<file path="src/design/olb_pkg.sv">
`timescale 1ns / 1ps
// Shared widths, types and constants of the layer opacity over blend block.
package olb_pkg;

  localparam int PIX_W      = 8;   // one color or alpha channel
  localparam int S_W        = 16;  // scaled source alpha, units of 1/65025
  localparam int W_W        = 24;  // alpha weights and result alpha
  localparam int P_W        = 32;  // weighted color products
  localparam int NUM_W      = 34;  // dividend and shifted divisor
  localparam int DEN_W      = 25;  // divisor
  localparam int Q_W        = 9;   // quotient, one bit above the pixel range
  localparam int NUM_COLORS = 3;
  localparam int NUM_LANES  = NUM_COLORS + 1;
  localparam int LANE_ALPHA = NUM_COLORS;
  localparam int DIV_STEPS  = Q_W;

  typedef logic [PIX_W-1:0] pix_t;
  typedef logic [S_W-1:0]   s_t;
  typedef logic [W_W-1:0]   w_t;
  typedef logic [P_W-1:0]   p_t;
  typedef logic [NUM_W-1:0] num_t;
  typedef logic [DEN_W-1:0] den_t;
  typedef logic [Q_W-1:0]   q_t;

  localparam s_t   FULL_SCALE    = 16'd65025;
  localparam pix_t PIX_MAX       = 8'd255;
  localparam pix_t OPACITY_RESET = 8'd255;
  // alpha lane: round(A / 65025) = floor((2A + 65025) / 130050)
  localparam den_t ALPHA_DEN     = 25'd130050;
  localparam num_t ALPHA_BIAS    = 34'd65025;

  typedef struct packed {
    pix_t red;
    pix_t green;
    pix_t blue;
    pix_t alpha;
  } rgba_t;

  typedef struct packed {
    logic  zero;  // result alpha is zero: pass destination
    rgba_t dst;
  } side_t;

  typedef struct packed {
    num_t [NUM_LANES-1:0] num;
    den_t                 den;
    side_t                side;
  } div_req_t;

  typedef struct packed {
    q_t [NUM_LANES-1:0] quo;
    side_t              side;
  } div_rsp_t;

  function automatic pix_t sat_pix(q_t q);
    return (q > q_t'(PIX_MAX)) ? PIX_MAX : pix_t'(q);
  endfunction

endpackage

</file>
<file path="src/design/olb_div.sv">
`timescale 1ns / 1ps
// Pipelined restoring divider: four lanes, one quotient bit per stage.
module olb_div (
  input  logic              clk,
  input  logic              rst_n,
  input  logic              req_valid,
  output logic              req_ready,
  input  olb_pkg::div_req_t req,
  output logic              rsp_valid,
  input  logic              rsp_ready,
  output olb_pkg::div_rsp_t rsp
);

  localparam int STEPS = olb_pkg::DIV_STEPS;
  localparam int NST   = STEPS + 1;
  localparam int L     = olb_pkg::NUM_LANES;

  logic [NST-1:0] v_r;
  logic [NST:0]   ld;

  olb_pkg::div_req_t req_r;

  olb_pkg::num_t [L-1:0] rem_r  [0:STEPS-2];
  olb_pkg::den_t         den_r  [0:STEPS-2];
  olb_pkg::q_t   [L-1:0] quo_r  [0:STEPS-1];
  olb_pkg::side_t        side_r [0:STEPS-1];

  // a stage loads when it is empty or its content moves on
  always_comb begin
    ld[NST] = rsp_ready;
    for (int s = NST - 1; s >= 0; s--) begin
      ld[s] = !v_r[s] || ld[s+1];
    end
  end

  always_ff @(posedge clk) begin
    if (!rst_n) begin
      v_r <= '0;
    end else begin
      if (ld[0]) begin
        v_r[0] <= req_valid;
      end
      for (int s = 1; s < NST; s++) begin
        if (ld[s]) begin
          v_r[s] <= v_r[s-1];
        end
      end
    end
  end

  always_ff @(posedge clk) begin
    if (ld[0]) begin
      req_r <= req;
    end
  end

  genvar k, j;
  for (k = 0; k < STEPS; k++) begin : g_step
    localparam int SH = STEPS - 1 - k;

    olb_pkg::num_t [L-1:0] rem_in;
    olb_pkg::q_t   [L-1:0] quo_in;
    olb_pkg::den_t         den_in;
    olb_pkg::side_t        side_in;
    olb_pkg::num_t         cand_c;
    olb_pkg::num_t         cand_a;
    olb_pkg::num_t [L-1:0] cand;
    logic          [L-1:0] ge;
    olb_pkg::q_t   [L-1:0] quo_nxt;

    if (k == 0) begin : g_first
      assign rem_in  = req_r.num;
      assign quo_in  = '0;
      assign den_in  = req_r.den;
      assign side_in = req_r.side;
    end else begin : g_next
      assign rem_in  = rem_r[k-1];
      assign quo_in  = quo_r[k-1];
      assign den_in  = den_r[k-1];
      assign side_in = side_r[k-1];
    end

    assign cand_c = olb_pkg::num_t'(den_in) << SH;
    assign cand_a = olb_pkg::num_t'(olb_pkg::ALPHA_DEN) << SH;

    for (j = 0; j < L; j++) begin : g_lane
      assign cand[j]    = (j == olb_pkg::LANE_ALPHA) ? cand_a : cand_c;
      assign ge[j]      = rem_in[j] >= cand[j];
      assign quo_nxt[j] = quo_in[j] | (olb_pkg::q_t'(ge[j]) << SH);
    end

    always_ff @(posedge clk) begin
      if (ld[k+1]) begin
        quo_r[k]  <= quo_nxt;
        side_r[k] <= side_in;
      end
    end

    if (k < STEPS - 1) begin : g_rem
      olb_pkg::num_t [L-1:0] rem_nxt;
      for (j = 0; j < L; j++) begin : g_sub
        assign rem_nxt[j] = ge[j] ? (rem_in[j] - cand[j]) : rem_in[j];
      end
      always_ff @(posedge clk) begin
        if (ld[k+1]) begin
          rem_r[k] <= rem_nxt;
          den_r[k] <= den_in;
        end
      end
    end
  end

  assign req_ready = ld[0];
  assign rsp_valid = v_r[NST-1];
  assign rsp.quo   = quo_r[STEPS-1];
  assign rsp.side  = side_r[STEPS-1];

endmodule

</file>
<file path="config.mk">
export PLATFORM = sky130hd
export DESIGN_NAME = olb_div
export DESIGN_NICKNAME = d
export VERILOG_FILES = /design/src/design/olb_pkg.sv /design/src/design/olb_div.sv
export SDC_FILE = /design/constraint.sdc
export NUM_CORES = 2
export LEC_CHECK = 0
export BUFFER_PORTS_ARGS = -buffer_cell sky130_fd_sc_hd__buf_4
export CAP_MARGIN = 30
export CORE_UTILIZATION = 47
export CTS_CLUSTER_DIAMETER = 40
export DETAILED_ROUTE_END_ITERATION = 7
export MAX_ROUTING_LAYER = met4
export PLACE_DENSITY = 0.75
export SLEW_MARGIN = 20
export SYNTH_ARGS = -nofsm -noshare
export SYNTH_HDL_FRONTEND = slang
export SYNTH_SLANG_ARGS = --single-unit
</file>
<file path="constraint.sdc">
create_clock -name clk -period 18.35 [get_ports clk]
set_input_delay 3.67 -clock clk [delete_from_list [all_inputs] [get_ports clk]]
set_output_delay 3.67 -clock clk [all_outputs]
set_load 0.03 [all_outputs]
</file>
-- Word level (Yosys, flattened, before mapping)
Memories as Yosys holds them, arrays and structs flattened.
Index checks and enable logic that the tools add are counted.
- bits in registers: 204
- bits in latches: 0
- RAM bits: 1909
- ROM bits: 0
- input bits: 198
- output and inout bits: 71
- word-level logic and storage cells: 194
- memories kept: 4
- memory list (memory ; depth ; bits a word ; read ports ; clocked after memory_dff ; wr ports ; line ; text):
    rem_r ; 8 ; 136 ; 8 ; 0 ; 8 ; olb_div.sv:23 ; olb_pkg::num_t [L-1:0] rem_r [0:STEPS-2];
    quo_r ; 9 ; 36 ; 9 ; 0 ; 9 ; olb_div.sv:25 ; olb_pkg::q_t [L-1:0] quo_r [0:STEPS-1];
    side_r ; 9 ; 33 ; 9 ; 0 ; 9 ; olb_div.sv:26 ; olb_pkg::side_t side_r [0:STEPS-1];
    den_r ; 8 ; 25 ; 8 ; 0 ; 8 ; olb_div.sv:24 ; olb_pkg::den_t den_r [0:STEPS-2];
- add/sub/neg operators: 32
- multiply operators: 0
- div/mod/pow operators: 0
- magnitude comparators: 36
- equality and inequality tests: 0
- shift operators: 0
- multiplexer cells: 50
- bitwise logic cells: 32
- reductions and logical operators: 20
- operator list (cell ; count):
    2-to-1 mux 34 bit ; 32
    greater-or-equal comparator 34 x 25 -> 1 bit ; 3
    greater-or-equal comparator 34 x 26 -> 1 bit ; 3
    greater-or-equal comparator 34 x 27 -> 1 bit ; 3
    greater-or-equal comparator 34 x 28 -> 1 bit ; 3
    greater-or-equal comparator 34 x 29 -> 1 bit ; 3
    greater-or-equal comparator 34 x 30 -> 1 bit ; 3
    greater-or-equal comparator 34 x 31 -> 1 bit ; 3
    greater-or-equal comparator 34 x 32 -> 1 bit ; 3
    greater-or-equal comparator 34 x 33 -> 1 bit ; 3
    subtractor 34 x 26 -> 34 bit ; 3
    subtractor 34 x 27 -> 34 bit ; 3
    subtractor 34 x 28 -> 34 bit ; 3
    subtractor 34 x 29 -> 34 bit ; 3
    subtractor 34 x 30 -> 34 bit ; 3
    subtractor 34 x 31 -> 34 bit ; 3
    subtractor 34 x 32 -> 34 bit ; 3
    subtractor 34 x 33 -> 34 bit ; 3
    bitwise OR 9 x 1 -> 9 bit ; 4
    bitwise OR 9 x 2 -> 9 bit ; 4
    bitwise OR 9 x 3 -> 9 bit ; 4
    bitwise OR 9 x 4 -> 9 bit ; 4
    bitwise OR 9 x 5 -> 9 bit ; 4
    bitwise OR 9 x 6 -> 9 bit ; 4
    22 further kinds ; 63

-- Longest topological paths before layout
- depth in word-level cells: 12
- mapped depth: 15
- gate-level depth less buffers: 14

-- Least setup slack after synthesis
OpenSTA, ideal clock, no wires.
- path kind: input-to-output
- start: in rsp_ready
- end: out req_ready
- arrival time: 14.134 ns
- required time: 14.680 ns
- path slack: 0.546 ns
- cell stages on the path: 7
- cells stage by stage: nor2b_1 -> and3_1 -> and3_1 -> and2_1 -> nand2_1 -> nor2_1 -> nand3_1
- longest elaborated chain between the ends: 10
- ends and longest elaborated chain (element ; line ; text):
    from (decl) ; olb_div.sv:10 ; input logic rsp_ready,
    logical OR 1 bit (7 in series) ; olb_div.sv:32 ; ld[s] = !v_r[s] || ld[s+1];
    net ld[3] ; olb_div.sv:19 ; logic [NST:0] ld;
    logical OR 1 bit (3 in series) ; olb_div.sv:32 ;
    to (decl) ; olb_div.sv:7 ; output logic req_ready,
The timed path passes the listed nets, and every way through them passes these cells.

-- Worst setup path in the final report
Same ends and word-level chain as after synthesis.

==> impl_metrics.csv <==
group,metric,value,unit
status,status,"finished, violations left",
status,failed_checks,"design-rule violations",
die,start_util,0.474,
setup_path,endpoint_kind,"output port",
die,die_w,473,um
logic_synthesis,yosysTopAreaCellShare,0.564,
setup_path,critPathSlowestCell,"nor2_1",
logic_synthesis,synth_area_leaders,"edfxtp_1, ha_1, xnor2_1",
placement,place_congestion,0.965,
detailed_routing,ant_nets,0,
pwr,clockPowerShare,0.269,
setup_path,reg2reg_to,"rem_r[0][76]",
placement,hpwlAfterDp,228000,um
timing,final.setup_skew,0.0847,ns
die,num_rows,172,
min_path,min_path_cells,0,
grt,grt_pass1_wl,423000,um
detailed_routing,drc_errors,1,
timing,fin_crit_sh,0.637,
logic_synthesis,syn_area_per_cell,11.8,um^2
detailed_routing,wl_per_cell,23.0,um
setup_path,path_cells,"buf_4 > nor2b_1 > and3_1 > and3_1 > and2_1 > nand2_4 > nor2_1 > nand3_4 > buf_4",
logic_synthesis,syn_nets,9763,
pwr,intPower,12.7,mW
pwr,p_switching,6.87,mW
grt,grt_overflow,0,
setup_path,rr_worst_depth,9,
timing,slew_headroom,0.362,
timing,setup_ws,6.66,ns
layout,fin_nets,10200,
layout,final_area,119000,um^2
logic_synthesis,yosysSeqAreaShare,0.566,
clocking,cts_sinks,1968,
clocking,post-cts-setup-buffers,0,
grt,grt_max_degree,151,
pwr,p_comb_frac,0.353,
grt,antenna_found_initial,6,
timing,grt_setup_unrepaired,"false",
min_path,hp-start,"quo_r[0][183]",
layout,num-fill-cells,18300,
logic_synthesis,synth_edf_count,1958,
logic_synthesis,syn_inst,8854,
timing,hold_viol_final,0,
timing,tns,0,ns
timing,fmax,85.5,MHz
setup_path,worstSetupPathType,"input pin to output port",
layout,syn_to_final_growth,14.5,%
detailed_routing,drt_iter0_drc,5228,
clocking,cts-root-buf,"clkbuf_16",
clocking,ctsResizeCount,0,
logic_synthesis,yosys.cell_types.count,101,
setup_path,cp.arrival,8.02,ns
detailed_routing,vias,69600,
setup_path,r2r_slack,12.64,ns
clocking,insertion_delay,0.93,ns
pwr,swShare,0.351,
pwr,leakagePower,47.0,nW
timing,period_needed,11.69,ns
pwr,max-vdd-ir-drop,0.101,mV
placement,dp_cells,12000,
setup_path,crit_path_start_kind,"input pin",
layout,multi_input_area,43100,um^2
logic_synthesis,syn_area,104000,um^2
detailed_routing,vias_per_cell,5.59,
pwr,cellPowerDensity,164,nW/um^2
setup_path,crit_required,14.68,ns
detailed_routing,firstDrtPassIters,8,
detailed_routing,routed_wl,287000,um
setup_path,path_max_fanout,67,
timing,finalSetupViolCount,0,
logic_synthesis,ys_warn_count,0,
min_path,hp-class,"flop to flop",
clocking,cts_buffer_depth,4,
grt,grt_pass1_vias,68400,
layout,utilization,0.542,
layout,final-seq-area,59000,um^2
grt,grt_use_total,0.260,
clocking,cts_tree,"done",
timing,holdWs,0.385,ns
min_path,whs_endpoint,"quo_r[0][219]",
die,die_h,473,um
placement,numPortBuffers,268,
layout,drive_gt1_frac,0.105,
layout,layoutNonFillerInstCount,12500,
logic_synthesis,synth-async-reset-ratio,0,
pwr,p_total,19.6,mW
timing,max_slew.worst_pin.slew,0.956,ns
run,cap_violations,0,
die,die-area,224000,um^2
placement,post_dp_cell_area,110000,um^2
clocking,htreeDepth,5,
placement,pre_cts_slack,6.61,ns
clocking,path_clk_slew,0.06,ns
timing,drv_slew,0,
setup_path,crit_path_max_incr_delay,0.85,ns
clocking,numCtsBuffers,288,
logic_synthesis,ys_ff_latch,1968,
pwr,p_seq_frac,0.377,
die,io_pins,269,
clocking,cts_hold_buf,0,
logic_synthesis,synth_top_flop_cell,"edfxtp_1",
logic_synthesis,yosysTopAreaCell,"edfxtp_1",
die,core,220000,um^2
setup_path,r2r-start,"v_r[9]",
-- cells in the mapped netlist (35+ instances only) --
library cell / n
o21a_1: 104
o21ai_0: 599
or4_1: 42
ha_1: 687
nand4_1: 109
or3_1: 62
inv_1: 435
nor2b_1: 97
o21bai_1: 77
nand3_1: 155
a21o_1: 254
nor3_1: 181
nand2_1: 735
a31oi_1: 59
buf_2: 35
edfxtp_1: 1958
and3_1: 49
mux2_2: 115
nand2b_1: 125
a21oi_1: 679
o211ai_1: 43
xnor2_1: 408
nor4_1: 106
nor2_1: 609
xor2_1: 384
clkbuf_1: 124
a211oi_1: 70
o31ai_1: 48
-- sequential cells by signal, indices dropped and copies added (netlist names) --
signal / cells
quo_r: 180
g_step.rem_in: 136
side_r: 297
g_step.den_in: 25
g_step.side_in: 33
den_r: 200
rem_r: 1087
v_r: 10
-- power by group through the flow --
stage	sequential [mW]	clock, mW	combinational, mW
6_report	7.38	5.27	6.90
5_1_grt	7.48	5.55	7.62
4_1_cts	7.37	5.37	6.84
3_5_place_dp	7.45	0	6.80
3_3_place_gp	7.43	0	6.75
2_1_floorplan	7.01	0	5.13
-- metal layers --
layer	global-route usage	share of wire	vias to the layer above	routed length [um]
li1	-	-	34200	-
met1	0.307	0.41	33000	118000
met2	0.432	0.49	1955	140000
met3	0.0267	0.036	558	10300
met4	0.150	0.064	0	18300
met5	-	0	-	0
-- cell type report --
class / count / share of cell area
Sequential cell: 1968 / 0.494
Multi-Input combinational cell: 6276 / 0.361
Clock buffer: 321 / 0.0631
Tap cell: 2958 / 0.0310
Timing Repair Buffer: 324 / 0.0214
Clock inverter: 176 / 0.0150
Inverter: 437 / 0.0140
Antenna cell: 4 / 0.0000838
-- worst max-delay path: cells and delay by family --
| family | cells | cell delay, ns |
|---|---|---|
| AND/OR/NAND/NOR | 7 | 3.75 |
| buffers and inverters | 2 | 0.55 |
-- logic make-up (layout without fill, tap and decap cells) --
| family | Yosys count | after routing | synth area share |
|---|---|---|---|
| compound gates | 2218 | 2218 | 0.132 |
| fa+ha+maj | 711 | 711 | 0.0870 |
| xor+xnor | 792 | 792 | 0.0665 |
| buf+inv | 610 | 1258 | 0.0227 |
| flops | 1968 | 1968 | 0.566 |
| other cells | 0 | 4 | 0 |
| simple gates | 2429 | 2429 | 0.113 |
| mux | 126 | 126 | 0.0135 |
-- how the worst max path moves through the flow --
stage	start	to	slack, ns
2_1_floorplan	rsp_ready	req_ready	0.55
3_3_place_gp	rsp_ready	req_ready	6.68
3_5_place_dp	rsp_ready	req_ready	6.61
4_1_cts	rsp_ready	req_ready	6.54
5_1_grt	rsp_ready	req_ready	6.29
6_report	rsp_ready	req_ready	6.66
-- placed cells by master (no fill, tap or decap), drive strengths merged, types with 46 or more instances in the layout --
cell type,instances
edfxtp,1958
nand2,735
ha,687
a21oi,681
o21ai,618
nor2,609
inv,488
xnor2,408
xor2,384
buf,323
clkbuf,322
a21o,254
nor3,182
nand3,155
nand2b,125
mux2,115
nor4,114
nand4,110
o21a,104
nor2b,97
clkinv,84
o21bai,77
a211oi,71
or3,64
a31oi,60
o31ai,50
and3,49
or4,46
Power figures use the tool's default switching activity.
